File: config.mk
export PLATFORM = sky130hd
export DESIGN_NAME = cr1u_cfg
export DESIGN_NICKNAME = d
export VERILOG_FILES = /design/src/hw/rtl/cr1u_pkg.sv /design/src/hw/rtl/cr1u_cfg.sv
export SDC_FILE = /design/constraint.sdc
export NUM_CORES = 1
export LEC_CHECK = 0
export BUFFER_PORTS_ARGS = -buffer_cell sky130_fd_sc_hd__buf_2
export CORE_MARGIN = 4
export CORE_UTILIZATION = 40
export DETAILED_ROUTE_END_ITERATION = 10
export PLACE_DENSITY = 0.69
export REMOVE_ABC_BUFFERS = 1
export SLEW_MARGIN = 20
export SYNTH_ARGS = -nofsm -noshare
export SYNTH_HDL_FRONTEND = slang
export SYNTH_SLANG_ARGS = --single-unit
File: constraint.sdc
create_clock -name clk -period 0.85 [get_ports clk]
set_input_delay 0.17 -clock clk [delete_from_list [all_inputs] [get_ports clk]]
set_output_delay 0.17 -clock clk [all_outputs]
set_load 0.005 [all_outputs]
File: src/hw/rtl/cr1u_pkg.sv
// Types, constants and rounding helpers shared by the complex rank-one update block.
package cr1u_pkg;

	localparam int DATA_W    = 16;
	localparam int FRAC_W    = DATA_W - 2;
	localparam int ROW_W     = 6;
	localparam int OP_W      = DATA_W + 1;   // room for a conjugated most-negative value
	localparam int PROD_W    = 2 * OP_W;
	localparam int SUM_W     = PROD_W + 1;
	localparam int CFG_IDX_W = 3;

	typedef logic signed [DATA_W-1:0] data_t;
	typedef logic signed [OP_W-1:0]   op_t;
	typedef logic signed [PROD_W-1:0] prod_t;
	typedef logic signed [SUM_W-1:0]  sum_t;

	typedef enum logic {
		CMD_LOAD   = 1'b0,
		CMD_UPDATE = 1'b1
	} cmd_t;

	typedef enum logic [CFG_IDX_W-1:0] {
		REG_ALPHA_RE   = 3'd0,
		REG_ALPHA_IM   = 3'd1,
		REG_CONJ_X     = 3'd2,
		REG_CONJ_Y     = 3'd3,
		REG_ACCUMULATE = 3'd4
	} reg_idx_t;

	localparam data_t ALPHA_RE_RESET = DATA_W'(16384);
	localparam data_t ALPHA_IM_RESET = DATA_W'(0);

	localparam sum_t DATA_MAX = SUM_W'((2 ** (DATA_W - 1)) - 1);
	localparam sum_t DATA_MIN = ~DATA_MAX;
	localparam sum_t HALF_LSB = SUM_W'(2 ** (FRAC_W - 1));

	typedef struct packed {
		data_t re;
		data_t im;
	} cval_t;

	typedef struct packed {
		cmd_t             cmd;
		logic [ROW_W-1:0] row;
		data_t            x_re;
		data_t            x_im;
		data_t            y_re;
		data_t            y_im;
		data_t            a_re;
		data_t            a_im;
		logic             last_in;
	} in_word_t;

	typedef struct packed {
		data_t            new_re;
		data_t            new_im;
		logic [ROW_W-1:0] out_row;
		logic             last_out;
	} out_word_t;

	typedef struct packed {
		data_t alpha_re;
		data_t alpha_im;
		logic  conj_x;
		logic  conj_y;
		logic  accumulate;
	} cfg_t;

	function automatic data_t sat_data(input sum_t v);
		data_t r;
		if (v > DATA_MAX) begin
			r = DATA_MAX[DATA_W-1:0];
		end else if (v < DATA_MIN) begin
			r = DATA_MIN[DATA_W-1:0];
		end else begin
			r = v[DATA_W-1:0];
		end
		return r;
	endfunction

	// (p +/- q) rounded half up to FRAC_W fraction bits, then saturated
	function automatic data_t round_pair(input prod_t p, input prod_t q, input logic neg_q);
		sum_t acc;
		sum_t shf;
		acc = SUM_W'(p) + (neg_q ? -SUM_W'(q) : SUM_W'(q)) + HALF_LSB;
		shf = acc >>> FRAC_W;
		return sat_data(shf);
	endfunction

endpackage

File: src/hw/rtl/cr1u_cfg.sv
// Configuration registers of the complex rank-one update block.
module cr1u_cfg
	import cr1u_pkg::*;
(
	input  logic                 clk,
	input  logic                 arst_n,
	input  logic                 cfg_valid,
	input  logic [CFG_IDX_W-1:0] cfg_index,
	input  logic [DATA_W-1:0]    cfg_data,
	output cfg_t                 cfg
);

	cfg_t cfg_q;

	always_ff @(posedge clk or negedge arst_n) begin
		if (!arst_n) begin
			cfg_q.alpha_re   <= ALPHA_RE_RESET;
			cfg_q.alpha_im   <= ALPHA_IM_RESET;
			cfg_q.conj_x     <= 1'b0;
			cfg_q.conj_y     <= 1'b0;
			cfg_q.accumulate <= 1'b1;
		end else if (cfg_valid) begin
			case (cfg_index)
				REG_ALPHA_RE:   cfg_q.alpha_re   <= cfg_data;
				REG_ALPHA_IM:   cfg_q.alpha_im   <= cfg_data;
				REG_CONJ_X:     cfg_q.conj_x     <= cfg_data[0];
				REG_CONJ_Y:     cfg_q.conj_y     <= cfg_data[0];
				REG_ACCUMULATE: cfg_q.accumulate <= cfg_data[0];
				default: ;
			endcase
		end
	end

	assign cfg = cfg_q;

endmodule

After elaboration in Yosys (flattened, before gate mapping)

Index checks and enable logic that the tools add are counted.

Register bits after elaboration: 35
Latch bits: 0
Memory bits (writable): 0
ROM bits: 0
Input port bits: 22
Output and inout bits: 35
Logic and storage cells: 15
Memories kept: 0

Add/subtract/negate cells: 0
$mul: 0
Divide/modulo/power cells: 0
Order comparisons: 0
Equality and inequality tests: 4
Shift-type cells: 0
Multiplexer cells: 0
Bitwise gates (word level): 0
Reduce and logical (&&, ||, !) cells: 6

Operators with widths:

| cell               | count |
|---|---|
| $reduce_and 2->1   | 5 |
| $eq 3x2->1 const B | 2 |
| $eq 3x1->1 const B | 1 |
| $eq 3x3->1 const B | 1 |
| $logic_not 3->1    | 1 |

Depth between registers and ports, before layout

Depth after elaboration: 2
Depth in mapped cells: 4

Least setup slack after synthesis

Ideal clock, no wire load.

Path type: input port to flip-flop
From: input port cfg_index[0]
To: register cfg_q (netlist bit cfg[19])
Library setup time: 0.125 ns
Arrival time: 1.130 ns
Setup slack: -0.405 ns
Cell stages on the path: 3
Buffers on the path: 1
Cells stage by stage: nor4b_4 -> buf_6 -> mux2_2

Longest elaborated chain between the ends: 2

RTL lines:

| item                              | line           | text |
|---|---|---|
| start: declaration                | cr1u_cfg.sv:8  | `input logic [CFG_IDX_W-1:0] cfg_index,` |
| $logic_not 3->1                   | cr1u_cfg.sv:23 | `case (cfg_index)` |
| $reduce_and 2->1 (no source line) | --             |  |
| end: declaration                  | cr1u_cfg.sv:13 | `cfg_t cfg_q;` |

No other way between the ends.
A chain may end at the register's enable or synchronous reset.

Worst setup path after layout

From: register cfg_q (netlist bit cfg[33])
To: output port cfg[33] (netlist name)

RTL lines:

| item             | line           | text |
|---|---|---|
| end: declaration | cr1u_cfg.sv:10 | `output cfg_t cfg` |

No word-level cell between the ends.

==> qor.csv <==
metric,value,unit
ff2ff_setup_slack,-0.06,ns
reg2reg_depth,2,
leakagePower,1.13,nW
grt_pass1_vias,1076,
routed_wl,3.50,mm
endpoint_kind,output port,
fmax,877,MHz
layout-drive-gt1-share,78.5,%
relSlewSlack,75.7,%
drt_drc_violations_left,0,
vias,1020,
cp_slowest_cell,dfstp_2,
synth_seq_area_share,64.2,%
die_x,66.5,um
dieArea,4420,sq um
status,"complete, but fails checks",
p_sw,0.00119,W
netlist_area,1370,sq um
drt-pass1-iter-count,3,
reg2reg_to,cfg[22],
viasPerCell,4.72,
pwr-share-seq,48.7,%
root_buffer,clkbuf_4,
placementRows,20,
netlist_instances,78,
syn_avg_cell_area,17.5,sq um
htree_num_levels,2,
crit_path_start,cfg[33],
clkLatencyLatePin,0.32,ns
grt_usage,16.8,%
crit_arrival,0.97,ns
drv_cap,0,
ios,57,
crit_chain,buf_2,
finalSetupViolations,69,
clkPwrFrac,18.1,%
rsz0062_at_grt,true,
grt_pass1_wl,5.37,mm
cts.clk_slew.worst_paths,0.10,ns
startpoint_type,flop,
tightest_slew,0.363,ns
worstHoldStart,cfg_data[3],
hp-class,in2reg,
diodes,0,
synth_cell_types,9,
fin_crit_sh,134,%
antenna_found_initial,0,
placed_area,1750,sq um
avgRoutedWirePerCell,16.2,um
postRouteAntennaNets,0,
period_minus_slack,1.14,ns
endpoint,cfg[33],
setup_ws,-0.290,ns
hold_violations,0,
worstSetupPathType,reg2out,
cp_num_buf_inv,1,
fill_cells,243,
stdcell_count,216,
final_common_cell,buf_2,
nets,193,
core,3150,sq um
required,0.68,ns
grt_overflow_total,0,
grt_start_max_net_pins,36,
drv_slew,0,
regToRegStartpoint,cfg[22],
violations,negative setup slack,
cts_buffers,5,
final_util,69.8,%
yosys_warnings,0,
detailedPlace.worstSlack,-0.515,ns
hpwl,2.10,mm
clock_path_buffers,2,
max_stage_delay,0.54,ns
powerDensity,2100,nW/um^2
finClkSkew,0,ns
initial_core_util,43.4,%
critPathTopFamily,flip-flops,
drtIter0Drc,41,
area_growth,60.8,%
finalInstanceArea,2200,sq um
place.gp.congestion,0.711,
final_cell_mix,"buf_2, dfrtp_1, mux2_4",
path_depth,1,
holdWs,0.0836,ns
cts_tree,yes,
place_inst,181,
intPower,0.00343,W
combPwrFrac,33.2,%
largest_reg_flops,35,
crit_path_max_fanout,2,
die_h,66.5,um
swShare,25.8,%
port_buffers,56,
peakVddDrop,1340,uV
synth-seq-cells,35,
cts.sinks,35,
==> power by group through the flow <==
| stage | Combinational (W) | Sequential, W | Clock, W |
|---|---|---|---|
| finish | 0.00153 | 0.00225 | 0.000835 |
| global route | 0.00165 | 0.00229 | 0.000988 |
| CTS | 0.00130 | 0.00224 | 0.000888 |
| detailed placement | 0.000960 | 0.00226 | 0 |
| global placement | 0.000928 | 0.00224 | 0 |
| floorplan | 0.000353 | 0.00228 | 0 |
==> layer usage <==
metal / up-vias / global-route usage (%) / part of all wire (%)
met2: 38 / 27.9 / 51
met1: 509 / 20.2 / 41
met4: 0 / 3.81 / 0.23
li1: 471 / - / -
met5: - / 0 / 0
met3: 2 / 7.08 / 6.8
==> layout make-up <==
type / count / area, sq um / share of cell area, %
sequential: 35 / 878 / 39.9
timing repair buffer: 89 / 619 / 28.2
clock inverter: 1 / 5.00 / 0.228
clock buffer: 7 / 45.0 / 2.05
multi-input combinational: 40 / 597 / 27.1
tap: 44 / 55.1 / 2.50
==> cells in the mapped netlist <==
library cell / n / area (sq um)
buf_6: 2 / 22.5
nand4b_1: 1 / 8.76
buf_2: 1 / 5.00
mux2_2: 35 / 394
and4bb_2: 2 / 25.0
nor4b_4: 1 / 23.8
dfrtp_1: 33 / 826
nor4bb_1: 1 / 10.0
dfstp_2: 2 / 52.6
==> through the flow <==
stage / setup TNS (ns) / total power [W]
after CTS: -10.41 / 0.00442
after floorplan: -32.79 / 0.00264
after global routing: -12.37 / 0.00493
after detailed placement: -15.65 / 0.00322
after global placement: -14.74 / 0.00317
final: -10.46 / 0.00461
==> cells by family (layout without fill, tap and decap cells) <==
logic type	Yosys count	in the layout	share of synthesized area (%)
AND/OR/NAND/NOR	5	5	4.94
multiplexers	35	35	28.8
flip-flops	35	35	64.2
buffers and inverters	3	97	2.01
==> worst min-delay path by stage <==
| stage | slack [ns] | end | depth (start not counted) |
|---|---|---|---|
| detailed placement | 0.15 | cfg[5] | 2 |
| global route | 0.04 | cfg[5] | 2 |
| global placement | 0.14 | cfg[5] | 2 |
| finish | 0.08 | cfg[22] | 2 |
| floorplan | -0.13 | cfg[10] | 0 |
| CTS | 0.06 | cfg[11] | 2 |
==> worst reg2reg max path, stage by stage (launching register included) <==
cell	delay, ns
dfrtp_1	0.41
buf_4	0.14
mux2_4	0.26
==> repair_timing <==
item / 4_1_cts / 5_1_grt
setup endpoints to repair: 67 / 68
hold buffers: 1 / 0
endpoints found under the hold margin: 35 / 0
cloned: 2 / 0
resized for setup: 47 / 5
buffers inserted: 7 / 19
pin swaps: 2 / 2
No activity file was read; power rests on OpenSTA's default activity.
