<file path="src/hw/rtl/cr1u_pkg.sv">
// Types, constants and rounding helpers shared by the complex rank-one update block.
package cr1u_pkg;

	localparam int DATA_W    = 16;
	localparam int FRAC_W    = DATA_W - 2;
	localparam int ROW_W     = 6;
	localparam int OP_W      = DATA_W + 1;   // room for a conjugated most-negative value
	localparam int PROD_W    = 2 * OP_W;
	localparam int SUM_W     = PROD_W + 1;
	localparam int CFG_IDX_W = 3;

	typedef logic signed [DATA_W-1:0] data_t;
	typedef logic signed [OP_W-1:0]   op_t;
	typedef logic signed [PROD_W-1:0] prod_t;
	typedef logic signed [SUM_W-1:0]  sum_t;

	typedef enum logic {
		CMD_LOAD   = 1'b0,
		CMD_UPDATE = 1'b1
	} cmd_t;

	typedef enum logic [CFG_IDX_W-1:0] {
		REG_ALPHA_RE   = 3'd0,
		REG_ALPHA_IM   = 3'd1,
		REG_CONJ_X     = 3'd2,
		REG_CONJ_Y     = 3'd3,
		REG_ACCUMULATE = 3'd4
	} reg_idx_t;

	localparam data_t ALPHA_RE_RESET = DATA_W'(16384);
	localparam data_t ALPHA_IM_RESET = DATA_W'(0);

	localparam sum_t DATA_MAX = SUM_W'((2 ** (DATA_W - 1)) - 1);
	localparam sum_t DATA_MIN = ~DATA_MAX;
	localparam sum_t HALF_LSB = SUM_W'(2 ** (FRAC_W - 1));

	typedef struct packed {
		data_t re;
		data_t im;
	} cval_t;

	typedef struct packed {
		cmd_t             cmd;
		logic [ROW_W-1:0] row;
		data_t            x_re;
		data_t            x_im;
		data_t            y_re;
		data_t            y_im;
		data_t            a_re;
		data_t            a_im;
		logic             last_in;
	} in_word_t;

	typedef struct packed {
		data_t            new_re;
		data_t            new_im;
		logic [ROW_W-1:0] out_row;
		logic             last_out;
	} out_word_t;

	typedef struct packed {
		data_t alpha_re;
		data_t alpha_im;
		logic  conj_x;
		logic  conj_y;
		logic  accumulate;
	} cfg_t;

	function automatic data_t sat_data(input sum_t v);
		data_t r;
		if (v > DATA_MAX) begin
			r = DATA_MAX[DATA_W-1:0];
		end else if (v < DATA_MIN) begin
			r = DATA_MIN[DATA_W-1:0];
		end else begin
			r = v[DATA_W-1:0];
		end
		return r;
	endfunction

	// (p +/- q) rounded half up to FRAC_W fraction bits, then saturated
	function automatic data_t round_pair(input prod_t p, input prod_t q, input logic neg_q);
		sum_t acc;
		sum_t shf;
		acc = SUM_W'(p) + (neg_q ? -SUM_W'(q) : SUM_W'(q)) + HALF_LSB;
		shf = acc >>> FRAC_W;
		return sat_data(shf);
	endfunction

endpackage

</file>
<file path="src/hw/rtl/cr1u_xmem.sv">
// Storage for the x vector: one write port, one registered read port.
module cr1u_xmem
	import cr1u_pkg::*;
#(
	parameter int DEPTH = 64,
	parameter int AW    = 6
) (
	input  logic          clk,
	input  logic          wr_en,
	input  logic [AW-1:0] wr_addr,
	input  cval_t         wr_data,
	input  logic          rd_en,
	input  logic [AW-1:0] rd_addr,
	output cval_t         rd_data
);

	cval_t mem [DEPTH];
	cval_t rd_data_q;

	always_ff @(posedge clk) begin
		if (wr_en) begin
			mem[wr_addr] <= wr_data;
		end
	end

	always_ff @(posedge clk) begin
		if (rd_en) begin
			rd_data_q <= mem[rd_addr];
		end
	end

	assign rd_data = rd_data_q;

endmodule

</file>
<file path="config.mk">
export PLATFORM = sky130hd
export DESIGN_NAME = cr1u_xmem
export DESIGN_NICKNAME = d
export VERILOG_FILES = /design/src/hw/rtl/cr1u_pkg.sv /design/src/hw/rtl/cr1u_xmem.sv
export SDC_FILE = /design/constraint.sdc
export NUM_CORES = 2
export LEC_CHECK = 0
export BUFFER_PORTS_ARGS = -buffer_cell sky130_fd_sc_hd__buf_2
export CAP_MARGIN = 10
export CORE_UTILIZATION = 50
export CTS_CLUSTER_DIAMETER = 80
export DETAILED_ROUTE_END_ITERATION = 8
export PLACE_DENSITY = 0.75
export REMOVE_ABC_BUFFERS = 1
export SYNTH_ARGS = -nofsm -noshare
export SYNTH_HDL_FRONTEND = slang
export SYNTH_SLANG_ARGS = --single-unit
</file>
<file path="constraint.sdc">
create_clock -name clk -period 4.1 [get_ports clk]
set_clock_uncertainty 0.2 [all_clocks]
set_input_delay 0.615 -clock clk [delete_from_list [all_inputs] [get_ports clk]]
set_output_delay 0.615 -clock clk [all_outputs]
set_load 0.05 [all_outputs]
</file>
# ---- Word-level counts from Yosys, hierarchy flattened
# Memory sizes are Yosys's and may differ from the RTL's. A register that Yosys moved wholly into a read port is not among the register bits.
# Index checks and enable logic that the tools add are counted.
dict set report totals {
  ff_bits 0
  ram_bits 2048
  output_inout_bits 32
  mem_count 1
}
# memory words width rd rd_ports_with_merged_regs wr line_no
set mem_list {}
lappend mem_list {mem 64 32 1 1 1 cr1u_xmem.sv:17} ;# cval_t mem [DEPTH];
dict set report classes {
  n_mux 2
}
# op count
set ops {}
lappend ops {{1-bit 2-to-1 mux} 2}

# ---- Depth between registers and ports, before layout
dict set report logic_depth {
  depth_word 2
  depth_mapped 10
}

# ---- Worst setup path before layout
# OpenSTA, ideal clock, no wires.
dict set report synth_timing {
  kind {input -> register}
  start {input wr_addr[3]}
  end {memory mem[48][0] (netlist bit) (enable)}
  t_arrival_ps 3314
  t_required_ps 3439
  path_slack_ps 125
  path_stages 4
  n_path_buf 1
  cell_sequence {clkbuf_1 nor2b_1 nand4b_1 nor3_1}
}
# element line_no
set synth_lines {}
lappend synth_lines {{start, declared} cr1u_xmem.sv:10} ;# input logic [AW-1:0] wr_addr,
lappend synth_lines {{end, declared} cr1u_xmem.sv:17}
# Straight into the memory's write port.

==> results.sh <==
export IMPL_drt_wirelength_per_cell_um=33.4
export IMPL_syn_area_um2=78800
export IMPL_routed_via_density=6.53
export IMPL_hold_violations=0
export IMPL_drt_iter0_drc=5537
export IMPL_clock_insertion_delay_worst_skew_ns=0.83
export IMPL_crit_end="rd_data[20]$_DFFE_PP_"
export IMPL_drc=0
export IMPL_die_x_um=399
export IMPL_drt_wl_total_um=195000
export IMPL_switchingPower_mw=9.15
export IMPL_swShare=0.212
export IMPL_place_hpwl_um=106000
export IMPL_p_per_area_nw_per_um2=483
export IMPL_placed_area_um2=83400
export IMPL_grt_use_total=0.247
export IMPL_max_slew_margin_rel=0.133
export IMPL_dr_pass1_iters=7
export IMPL_max_slew_worst_pin_slew_ns=1.30
export IMPL_final_cell_mix="edfxtp_1 (2080), mux4_2 (544), clkbuf_16 (195)"
export IMPL_place_congestion=0.801
export IMPL_grt_pass1_wl_um=277000
export IMPL_ys_top_cells_by_area="edfxtp_1 (79%), mux4_2 (16%), mux2i_1 (1.2%)"
export IMPL_cp_slowest_cell="a311oi_1"
export IMPL_cp_arrival_ns=3.34
export IMPL_synthArstFlopShare=0
export IMPL_drive_gt1_frac=0.302
export IMPL_hold_start="rd_addr[4]"
export IMPL_r2r_start="mem[22][20]$_DFFE_PP_"
export IMPL_end_kind="flop"
export IMPL_grt_pass1_vias=38100
export IMPL_combPwrFrac=0.052
export IMPL_num_rows=145
export IMPL_slew_violations=0
export IMPL_layoutNonFillerInstCount=5833
export IMPL_cpMostUsedCell="buf_12"
export IMPL_final_antenna_net_count=0
export IMPL_seq_area_frac_synth=0.792
export IMPL_path_buf_inv=3
export IMPL_hold_class="in -> reg"
export IMPL_p_int_mw=34.1
export IMPL_chipHeight_um=399
export IMPL_fin_nets=3651
export IMPL_layout_commonest_cell="edfxtp_1"
export IMPL_crit_required_ns=4.42
export IMPL_synth_distinct_cells=33
export IMPL_rr_worst_depth=5
export IMPL_syn_avg_cell_area_um2=23.7
export IMPL_cts_tree="done"
export IMPL_crit_family="compound AO/OA/AOI/OAI gates"
export IMPL_place_inst=5469
export IMPL_synth_edff_count=2080
export IMPL_grt_ovfl_total=0
export IMPL_die_area_um2=159000
export IMPL_ys_seq_elements=2080
export IMPL_maxCapViolCount=0
export IMPL_worstSetupPathType="in -> reg"
export IMPL_core_area_um2=156000
export IMPL_yosys_warnings=0
export IMPL_post_cts_resized=0
export IMPL_finalInstanceArea_um2=89500
export IMPL_cp_depth=8
export IMPL_clkTransAtPathRegs_ns=0.06
export IMPL_grt_start_max_net_pins=65
export IMPL_yosys_area_top_type="edfxtp_1"
export IMPL_ctsHoldBuffers=0
export IMPL_worstSetupStartpoint="rd_addr[0]"
export IMPL_reg2reg_setup_slack_ns=1.49
export IMPL_h_tree_depth=4
export IMPL_power_leakage_nw=27.8
export IMPL_io_pins=79
export IMPL_finalSetupTns_ns=0
export IMPL_syn_inst=3324
export IMPL_pwr_share_clk=0.401
export IMPL_setup_viol=0
export IMPL_post_cts_buffers=0
export IMPL_rsz0062_at_grt="no"
export IMPL_power_frac_seq=0.548
export IMPL_yosysTopAreaCellShare=0.792
export IMPL_start_kind="input pin"
export IMPL_period_share=0.736
export IMPL_antenna_found_initial=15
export IMPL_fill_cells=10700
export IMPL_r2r_end="rd_data[20]$_DFFE_PP_"
export IMPL_cts_made_buffers=191
export IMPL_cts_root_buf="clkbuf_16"
export IMPL_synthFlopType="edfxtp_1"
export IMPL_vdd_drop_max_v=0.000479
export IMPL_period_needed_ns=3.02
export IMPL_cts_sinks=2080
export IMPL_post_place_ws_ns=0.301
export IMPL_clock_fmax_mhz=331
export IMPL_timing_hold_ws_ns=0.316
export IMPL_start_util=0.504
export IMPL_vias=38100
export IMPL_cp_cell_sequence="buf_8 > buf_12 > buf_12 > mux4_2 > mux2i_1 > nor2_1 > a311oi_1 > nor3_1"
export IMPL_io_buffers=78
export IMPL_fin_ws_ns=1.08
export IMPL_syn_to_final_growth_pct=13.5
export IMPL_slowest_delay_ns=0.84
export IMPL_status="completed"
export IMPL_clockBufferDepth=3
export IMPL_hold_depth=4
export IMPL_path_max_fanout=34
[worst min path at each step]
stage,end,slack [ns]
2_1_floorplan,mem[0][0]$_DFFE_PP_,0.51
3_3_place_gp,rd_data[8]$_DFFE_PP_,0.61
3_5_place_dp,rd_data[8]$_DFFE_PP_,0.75
4_1_cts,mem[48][30]$_DFFE_PP_,0.25
5_1_grt,mem[48][30]$_DFFE_PP_,0.29
6_report,rd_data[31]$_DFFE_PP_,0.32
[state kept, by name (all words and copies together) (netlist names)]
register and cells:
mem 2048, rd_data 32
[synthesized netlist by cell type (3+ instances only)]
cell type	instances
buf_6	5
nor2_1	137
nand2_1	26
a311oi_1	8
edfxtp_1	2080
buf_4	25
and3_1	4
or3_1	3
a22oi_1	12
nand3_1	5
nand3b_1	5
nor3_1	7
mux4_2	544
nor2b_1	15
mux2i_1	93
a41o_1	4
o22ai_1	84
o221ai_1	27
clkbuf_1	74
nand2b_1	8
or3b_2	3
o32ai_1	4
a21oi_1	62
buf_2	57
buf_1	21
[per-layer routing]
| metal | vias to the layer above | global-route usage | wire, um |
|---|---|---|---|
| met5 | - | 0 | 110 |
| met4 | 16 | 0.0754 | 6100 |
| met3 | 373 | 0.0502 | 21200 |
| met2 | 2486 | 0.399 | 95900 |
| met1 | 20400 | 0.343 | 71700 |
| li1 | 14900 | - | - |
[final cells by class]
| cell class | count | area (um^2) | area share |
|---|---|---|---|
| antenna | 5 | 12.5 | 0.000140 |
| clock buffer | 240 | 5050 | 0.0564 |
| clock inverter | 119 | 1010 | 0.0113 |
| multi-input combinational | 1062 | 16000 | 0.178 |
| sequential | 2080 | 62500 | 0.698 |
| tap | 2058 | 2570 | 0.0288 |
| timing repair buffer | 269 | 2420 | 0.0270 |
[power by group through the flow]
stage	Clock [mW]	Sequential [mW]	Combinational [mW]
6_report	17.3	23.7	2.23
3_5_place_dp	0	24.1	2.20
5_1_grt	18.2	23.7	2.33
4_1_cts	17.5	23.7	2.23
3_3_place_gp	0	24.1	2.16
2_1_floorplan	0	24.2	0.872
[metrics by stage]
stage / util / total power, mW
finish: 0.572 / 43.2
global placement: 0.533 / 26.3
detailed placement: 0.533 / 26.3
global route: 0.572 / 44.3
floorplan: - / 25.1
CTS: 0.572 / 43.4
[cells by family after synthesis]
family                 synth area share
multiplexers                      0.167
AO/OA/AOI/OAI                    0.0167
AND/OR/NAND/NOR                  0.0126
buffers and inverters            0.0112
flip-flops                        0.792
[worst register-to-register path, delay by kind of cell (launching register included)]
family	cells	cell delay, ns
flops	1	0.38
simple gates	2	0.24
mux	2	0.67
compound gates	1	0.84
(Power assumes the default switching activity.)
