## src/hw/rtl/cr1u_pkg.sv

```systemverilog
// Types, constants and rounding helpers shared by the complex rank-one update block.
package cr1u_pkg;

	localparam int DATA_W    = 16;
	localparam int FRAC_W    = DATA_W - 2;
	localparam int ROW_W     = 6;
	localparam int OP_W      = DATA_W + 1;   // room for a conjugated most-negative value
	localparam int PROD_W    = 2 * OP_W;
	localparam int SUM_W     = PROD_W + 1;
	localparam int CFG_IDX_W = 3;

	typedef logic signed [DATA_W-1:0] data_t;
	typedef logic signed [OP_W-1:0]   op_t;
	typedef logic signed [PROD_W-1:0] prod_t;
	typedef logic signed [SUM_W-1:0]  sum_t;

	typedef enum logic {
		CMD_LOAD   = 1'b0,
		CMD_UPDATE = 1'b1
	} cmd_t;

	typedef enum logic [CFG_IDX_W-1:0] {
		REG_ALPHA_RE   = 3'd0,
		REG_ALPHA_IM   = 3'd1,
		REG_CONJ_X     = 3'd2,
		REG_CONJ_Y     = 3'd3,
		REG_ACCUMULATE = 3'd4
	} reg_idx_t;

	localparam data_t ALPHA_RE_RESET = DATA_W'(16384);
	localparam data_t ALPHA_IM_RESET = DATA_W'(0);

	localparam sum_t DATA_MAX = SUM_W'((2 ** (DATA_W - 1)) - 1);
	localparam sum_t DATA_MIN = ~DATA_MAX;
	localparam sum_t HALF_LSB = SUM_W'(2 ** (FRAC_W - 1));

	typedef struct packed {
		data_t re;
		data_t im;
	} cval_t;

	typedef struct packed {
		cmd_t             cmd;
		logic [ROW_W-1:0] row;
		data_t            x_re;
		data_t            x_im;
		data_t            y_re;
		data_t            y_im;
		data_t            a_re;
		data_t            a_im;
		logic             last_in;
	} in_word_t;

	typedef struct packed {
		data_t            new_re;
		data_t            new_im;
		logic [ROW_W-1:0] out_row;
		logic             last_out;
	} out_word_t;

	typedef struct packed {
		data_t alpha_re;
		data_t alpha_im;
		logic  conj_x;
		logic  conj_y;
		logic  accumulate;
	} cfg_t;

	function automatic data_t sat_data(input sum_t v);
		data_t r;
		if (v > DATA_MAX) begin
			r = DATA_MAX[DATA_W-1:0];
		end else if (v < DATA_MIN) begin
			r = DATA_MIN[DATA_W-1:0];
		end else begin
			r = v[DATA_W-1:0];
		end
		return r;
	endfunction

	// (p +/- q) rounded half up to FRAC_W fraction bits, then saturated
	function automatic data_t round_pair(input prod_t p, input prod_t q, input logic neg_q);
		sum_t acc;
		sum_t shf;
		acc = SUM_W'(p) + (neg_q ? -SUM_W'(q) : SUM_W'(q)) + HALF_LSB;
		shf = acc >>> FRAC_W;
		return sat_data(shf);
	endfunction

endpackage

```

## src/hw/rtl/cr1u_cmul.sv

```systemverilog
// Two-stage complex multiplier: registered partial products, then rounded and saturated sums.
module cr1u_cmul
	import cr1u_pkg::*;
(
	input  logic  clk,
	input  logic  en_s1,
	input  logic  en_s2,
	input  op_t   a_re,
	input  op_t   a_im,
	input  op_t   b_re,
	input  op_t   b_im,
	output data_t r_re,
	output data_t r_im
);

	prod_t rr_s1, ii_s1, ri_s1, ir_s1;
	data_t re_s2, im_s2;

	always_ff @(posedge clk) begin
		if (en_s1) begin
			rr_s1 <= PROD_W'(a_re) * PROD_W'(b_re);
			ii_s1 <= PROD_W'(a_im) * PROD_W'(b_im);
			ri_s1 <= PROD_W'(a_re) * PROD_W'(b_im);
			ir_s1 <= PROD_W'(a_im) * PROD_W'(b_re);
		end
	end

	always_ff @(posedge clk) begin
		if (en_s2) begin
			re_s2 <= round_pair(rr_s1, ii_s1, 1'b1);
			im_s2 <= round_pair(ri_s1, ir_s1, 1'b0);
		end
	end

	assign r_re = re_s2;
	assign r_im = im_s2;

endmodule

```

## config.mk

```make
export PLATFORM = sky130hd
export DESIGN_NAME = cr1u_cmul
export DESIGN_NICKNAME = d
export VERILOG_FILES = /design/src/hw/rtl/cr1u_pkg.sv /design/src/hw/rtl/cr1u_cmul.sv
export SDC_FILE = /design/constraint.sdc
export NUM_CORES = 2
export LEC_CHECK = 0
export ABC_AREA = 1
export BUFFER_PORTS_ARGS = -buffer_cell sky130_fd_sc_hd__buf_4
export CAP_MARGIN = 20
export CORE_UTILIZATION = 50
export CTS_CLUSTER_DIAMETER = 30
export DETAILED_ROUTE_END_ITERATION = 7
export PLACE_DENSITY = 0.77
export SYNTH_ARGS = -nofsm -noshare
export SYNTH_HDL_FRONTEND = slang
export SYNTH_SLANG_ARGS = --single-unit
export TNS_END_PERCENT = 50
```

## constraint.sdc

```tcl
create_clock -name clk -period 7.7 [get_ports clk]
set_input_delay 0.385 -clock clk [delete_from_list [all_inputs] [get_ports clk]]
set_output_delay 0.385 -clock clk [all_outputs]
set_load 0.1 [all_outputs]
```

# Yosys cells after proc, flatten, opt, wreduce, memory -nomap -nowiden

Cells that the tools add are included.

Register bits after elaboration: 168
Input bits: 71
Word-level logic and storage cells: 21
Output and inout port bits: 32

Add/sub/neg operators: 5
Magnitude comparators: 4
Muxes and demuxes: 2
$mul: 4

Operators with widths:

| operator                                                                          | number |
|---|---|
| 17-bit by 17-bit multiplier with 34-bit output                                    | 4 |
| 35-bit by 15-bit adder with 35-bit output, second input constant                  | 2 |
| 21-bit by 16-bit greater-than comparator with 1-bit output, second input constant | 2 |
| 21-bit by 16-bit less-than comparator with 1-bit output, second input constant    | 2 |
| 34-bit by 34-bit adder with 35-bit output                                         | 1 |
| 34-bit by 35-bit adder with 35-bit output                                         | 1 |
| 34-bit negator with 35-bit output                                                 | 1 |
| 16-bit 2-to-1 mux                                                                 | 2 |

# Longest topological paths before layout

Depth after elaboration: 5
Mapped depth: 31
Gate-level depth less buffers: 29

# Worst setup path before layout

OpenSTA, ideal clock, no wires.

Path kind: in2reg
Start: input a_re[16]
End: register ri_s1[30] (data pin)
Slack: 1,595 ps
Library setup time: 262 ps
Data required time: 7,438 ps
Path buffers: 3
Stages on the path: 22
Arrival time: 5,843 ps
Cells stage by stage: clkbuf_1 > clkbuf_1 > nand2_1 > inv_1 > fa_1 > fa_1 > fa_1 > fa_1 > fa_1 > inv_1 > fa_1 > inv_1 > ha_1 > clkbuf_1 > nand2_1 > nor3_1 > o211ai_1 > nand3_1 > nand2_1 > nand3_1 > a21oi_1 > xor2_1

Word-level cells in the longest chain between the ends: 1

Ends and longest elaborated chain:

| element                                        | line            | source |
|---|---|---|
| start, declared                                | cr1u_cmul.sv:8  | `input op_t a_re,` |
| 17-bit by 17-bit multiplier with 34-bit output | cr1u_cmul.sv:23 | `ri_s1 <= PROD_W'(a_re) * PROD_W'(b_im);` |
| end signal, assigned                           | cr1u_cmul.sv:23 |  |
| end, declared                                  | cr1u_cmul.sv:16 | `prod_t rr_s1, ii_s1, ri_s1, ir_s1;` |

Every way passes these cells.
A chain may end at the register's enable or synchronous reset.

# Worst setup path after layout

Start: input b_re[5]
End: register ir_s1[28] (data pin)

Word-level cells in the longest chain between the ends: 1

Ends and longest elaborated chain:

| element                                        | line            | source |
|---|---|---|
| start, declared                                | cr1u_cmul.sv:10 | `input op_t b_re,` |
| 17-bit by 17-bit multiplier with 34-bit output | cr1u_cmul.sv:24 | `ir_s1 <= PROD_W'(a_im) * PROD_W'(b_re);` |
| end signal, assigned                           | cr1u_cmul.sv:24 |  |
| end, declared                                  | cr1u_cmul.sv:16 |  |

Every way passes these cells.

==> impl_results.md <==
* Status: completed
* Longest Clk Path Bufs at 2
* Most frequent cells in the layout: inv_1 (1978), nand2_1 (1635), fa_1 (1184), ha_1 (470), nor2_1 (235)
* Post-synth EDFFs at between 150 and 200
* Hold bufs inserted after CTS at 0
* Routed WL at roughly 140000 um
* Final Max Tran Viols at 0
* Grt total ovfl at 0
* CTS Buf Count at 17
* FF-to-FF path depth at 14
* Worst path required time at 7.96 ns
* Period utilisation layout at 80.14%
* Setup Fix Bufs, Post-CTS at 0
* Mapped Nets at 8420
* Fin Clk Skew at around 0.018 ns
* CP max stage cell: fa_1
* Max_slew headroom at between 30% and 40%
* Syn avg cell area at just over 8 sq um
* Row count at ~120
* Worst hold slack at around 0.35 ns
* Min cycle time layout at approximately 6.2 ns
* Proportion of synthesized area in mux cells at 0%
* Fillers at between 10k and 15k
* Io pins at between 100 and 150
* CP Launch Type: primary input
* Setup violations, final at 0
* Setup TNS at 0 ns
* Max incr delay on CP at roughly 0.79 ns
* DRC at 0
* Vias per cell at ~5.3
* Post-synthesis xor/xnor area fraction at between 2 and 3%
* Post-synthesis compound-gate area fraction at under 10%
* Yosys reg bits at around 170
* Clk Latency, worst-skew pair at approximately 0.52 ns
* RSZ-0062 raised after global routing: no
* FF-to-FF setup slack at between 4 and 5 ns
* Clock-pin slew on the worst setup and hold paths at ~0.08 ns
* Fin nets at 8278
* P&R area growth vs syn at 3.903%
* Highest Clock Rate at approximately 0.16 GHz
* Crit path buffers/inverters at 5
* Fraction of layout cells with a size suffix above 1 at between 2 and 3%
* Synthesized cell area at 0.05497 sq mm
* Simple-gate portion of the synthesized area at between 10% and 20%
* Final hold viol count at 0
* Die height at ~330 um
* Post-route ant nets at 0
* Worst Hold Depth at 1
* GR Util All Layers at between 20% and 30%
* First-pass GRT wire length at approximately 230000 um
* Hold Crit Class: primary input to register
* Hold Path End: rr_s1[31]
* # H-tree levels at 4
* Cells after synthesis at between 6k and 7k
* Pre-Repair DR Iteration Count at 6
* Yosys warnings at 0
* # port buffers at between 100 and 150
* Die area at ~0.11 sq mm
* Via Count at 42.10k
* Post-synth ARST share at 0%
* Min-delay src: en_s1
* Final HPWL DP at around 110000 um
* Worst Path Max Fanout at 34
* Post-Synth Adder-Cell Area at between 50% and 60%
* Vias in the first global route at between 40k and 50k
* Chip width at between 300 and 400 um
* Multi-input logic area at around 0.041 sq mm
* Largest net degree at the start of global routing at 71
* Reg2reg start: rr_s1[31]
* Routed len/inst at ~18 um
* DRT iter0 DRCs at around 3.8k
* Top_reg_cell synth: edfxtp_1
* Root Buffer: clkbuf_16
* Cell repeated most along the worst path: fa_1
* Initial Util at 50.43%
* Synth unique cells at 50
* Post-cts sizing count at 0
* Max cap viols at 0
* Clk sinks at 168
* Placeable Area at about 0.11 sq mm
* Register area share after synthesis at under 10%
* GPL Wtd Cong at ~0.96
* Crit. End Element: register
* FF-to-FF End: r_re[11]
* CP cell instances: buf_4 > nand2_1 > fa_1 > inv_1 > fa_1 > fa_1 > fa_1 > fa_1 > inv_1 > fa_1 > inv_1 > ha_1 > nand2_1 > nor2_1 > inv_1 > nor2_1 > nand2_1 > o211ai_1 > a31oi_1 > xnor2_1
* Largest delay share family, worst path: adder cells
* Initial antenna violation count at 1
* Largest family of logic cells by synthesized area: adder cells
* WS Path Type: primary input to register
* Pin slew with the least headroom to its limit at roughly 0.95 ns
* CTS tree: built
* Commonest non-fill, non-tap cell in the layout: inv_1
* Storage element area at between 0.005 and 0.006 sq mm
* Critical Path AT at around 6.4 ns
==> logic make-up (layout without fill, tap and decap cells) <==
| kind of cell | Yosys count | after routing |
|---|---|---|
| flops | 168 | 168 |
| xor+xnor | 181 | 181 |
| other cells | 0 | 1 |
| buf+inv | 2261 | 2132 |
| fa+ha+maj | 1654 | 1654 |
| compound gates | 389 | 389 |
| simple gates | 2042 | 2042 |
==> area by class of cell <==
cell class	count	share of cell area [%]
antenna	1	0.004381
clock buffer	17	0.7448
clock inverter	15	0.2804
inverter	1986	13.05
multi-input combinational	4266	72.48
sequential	168	8.832
tap	1414	3.097
timing repair buffer	114	1.505
==> flip-flops by register name, summed over array words and instances (netlist names) <==
signal	flops
ir_s1	34
ii_s1	34
r_im	16
r_re	16
rr_s1	34
ri_s1	34
==> layer usage <==
metal  up-vias  share of wire [%]  GRT usage (%)
met5         -                  0              0
met3       319                8.4          3.483
met2      1940                 47          42.84
li1      18880                  -              -
met4         0                5.2          12.76
met1     20960                 40          35.52
==> worst max-delay path by stage <==
| stage | startpoint | endpoint | slack [ns] | depth (start not counted) |
|---|---|---|---|---|
| final | b_re[5] | ir_s1[28] | 1.53 | 20 |
| after detailed placement | a_im[16] | ii_s1[33] | 1.12 | 20 |
| after global routing | b_im[16] | ii_s1[31] | 1.26 | 22 |
| after CTS | a_im[16] | ii_s1[33] | 1.66 | 20 |
| after floorplan | a_re[16] | ri_s1[30] | 1.59 | 22 |
| after global placement | a_im[16] | ir_s1[28] | 1.23 | 20 |
==> per-stage QoR <==
step	util [%]	setup WS [ns]	cell area, sq um	std cells
global placement	51.86	1.227	56530	7948
CTS	52.40	1.659	57120	7980
finish	52.40	1.529	57120	7981
floorplan	-	1.595	54970	6695
detailed placement	51.86	1.124	56530	7948
global route	52.40	1.256	57120	7981
==> cell usage after synthesis, types with 2 or more instances <==
master | number | share of area [%]
a211oi_1 | 3 | 0.041
a21boi_0 | 7 | 0.096
a21boi_1 | 3 | 0.041
a21o_1 | 19 | 0.26
a21oi_1 | 187 | 1.7
a21oi_2 | 2 | 0.032
a221oi_1 | 5 | 0.080
a31oi_1 | 14 | 0.16
and2_1 | 2 | 0.023
and3_1 | 2 | 0.023
buf_6 | 3 | 0.061
clkbuf_1 | 270 | 1.8
clkinv_1 | 2 | 0.014
edfxtp_1 | 168 | 9.2
fa_1 | 1184 | 43
ha_1 | 470 | 11
inv_1 | 1978 | 14
inv_2 | 5 | 0.034
nand2_1 | 1635 | 11
nand2_2 | 25 | 0.28
nand2_4 | 2 | 0.041
nand3_1 | 76 | 0.69
nand3b_1 | 5 | 0.068
nand4_1 | 12 | 0.14
nor2_1 | 235 | 1.6
nor2_2 | 5 | 0.057
nor2_4 | 2 | 0.041
nor3_1 | 25 | 0.23
nor4_1 | 11 | 0.13
o2111a_1 | 2 | 0.041
o2111ai_1 | 2 | 0.032
o211ai_1 | 7 | 0.096
o21a_1 | 10 | 0.14
o21ai_0 | 92 | 0.84
o21ai_1 | 8 | 0.073
o21bai_1 | 23 | 0.31
o31ai_1 | 2 | 0.027
or2_2 | 2 | 0.023
xnor2_1 | 75 | 1.2
xor2_1 | 105 | 1.7
Power is not shown: default switching activity piles up to over one toggle a cycle in this logic, so the estimate is an artifact.
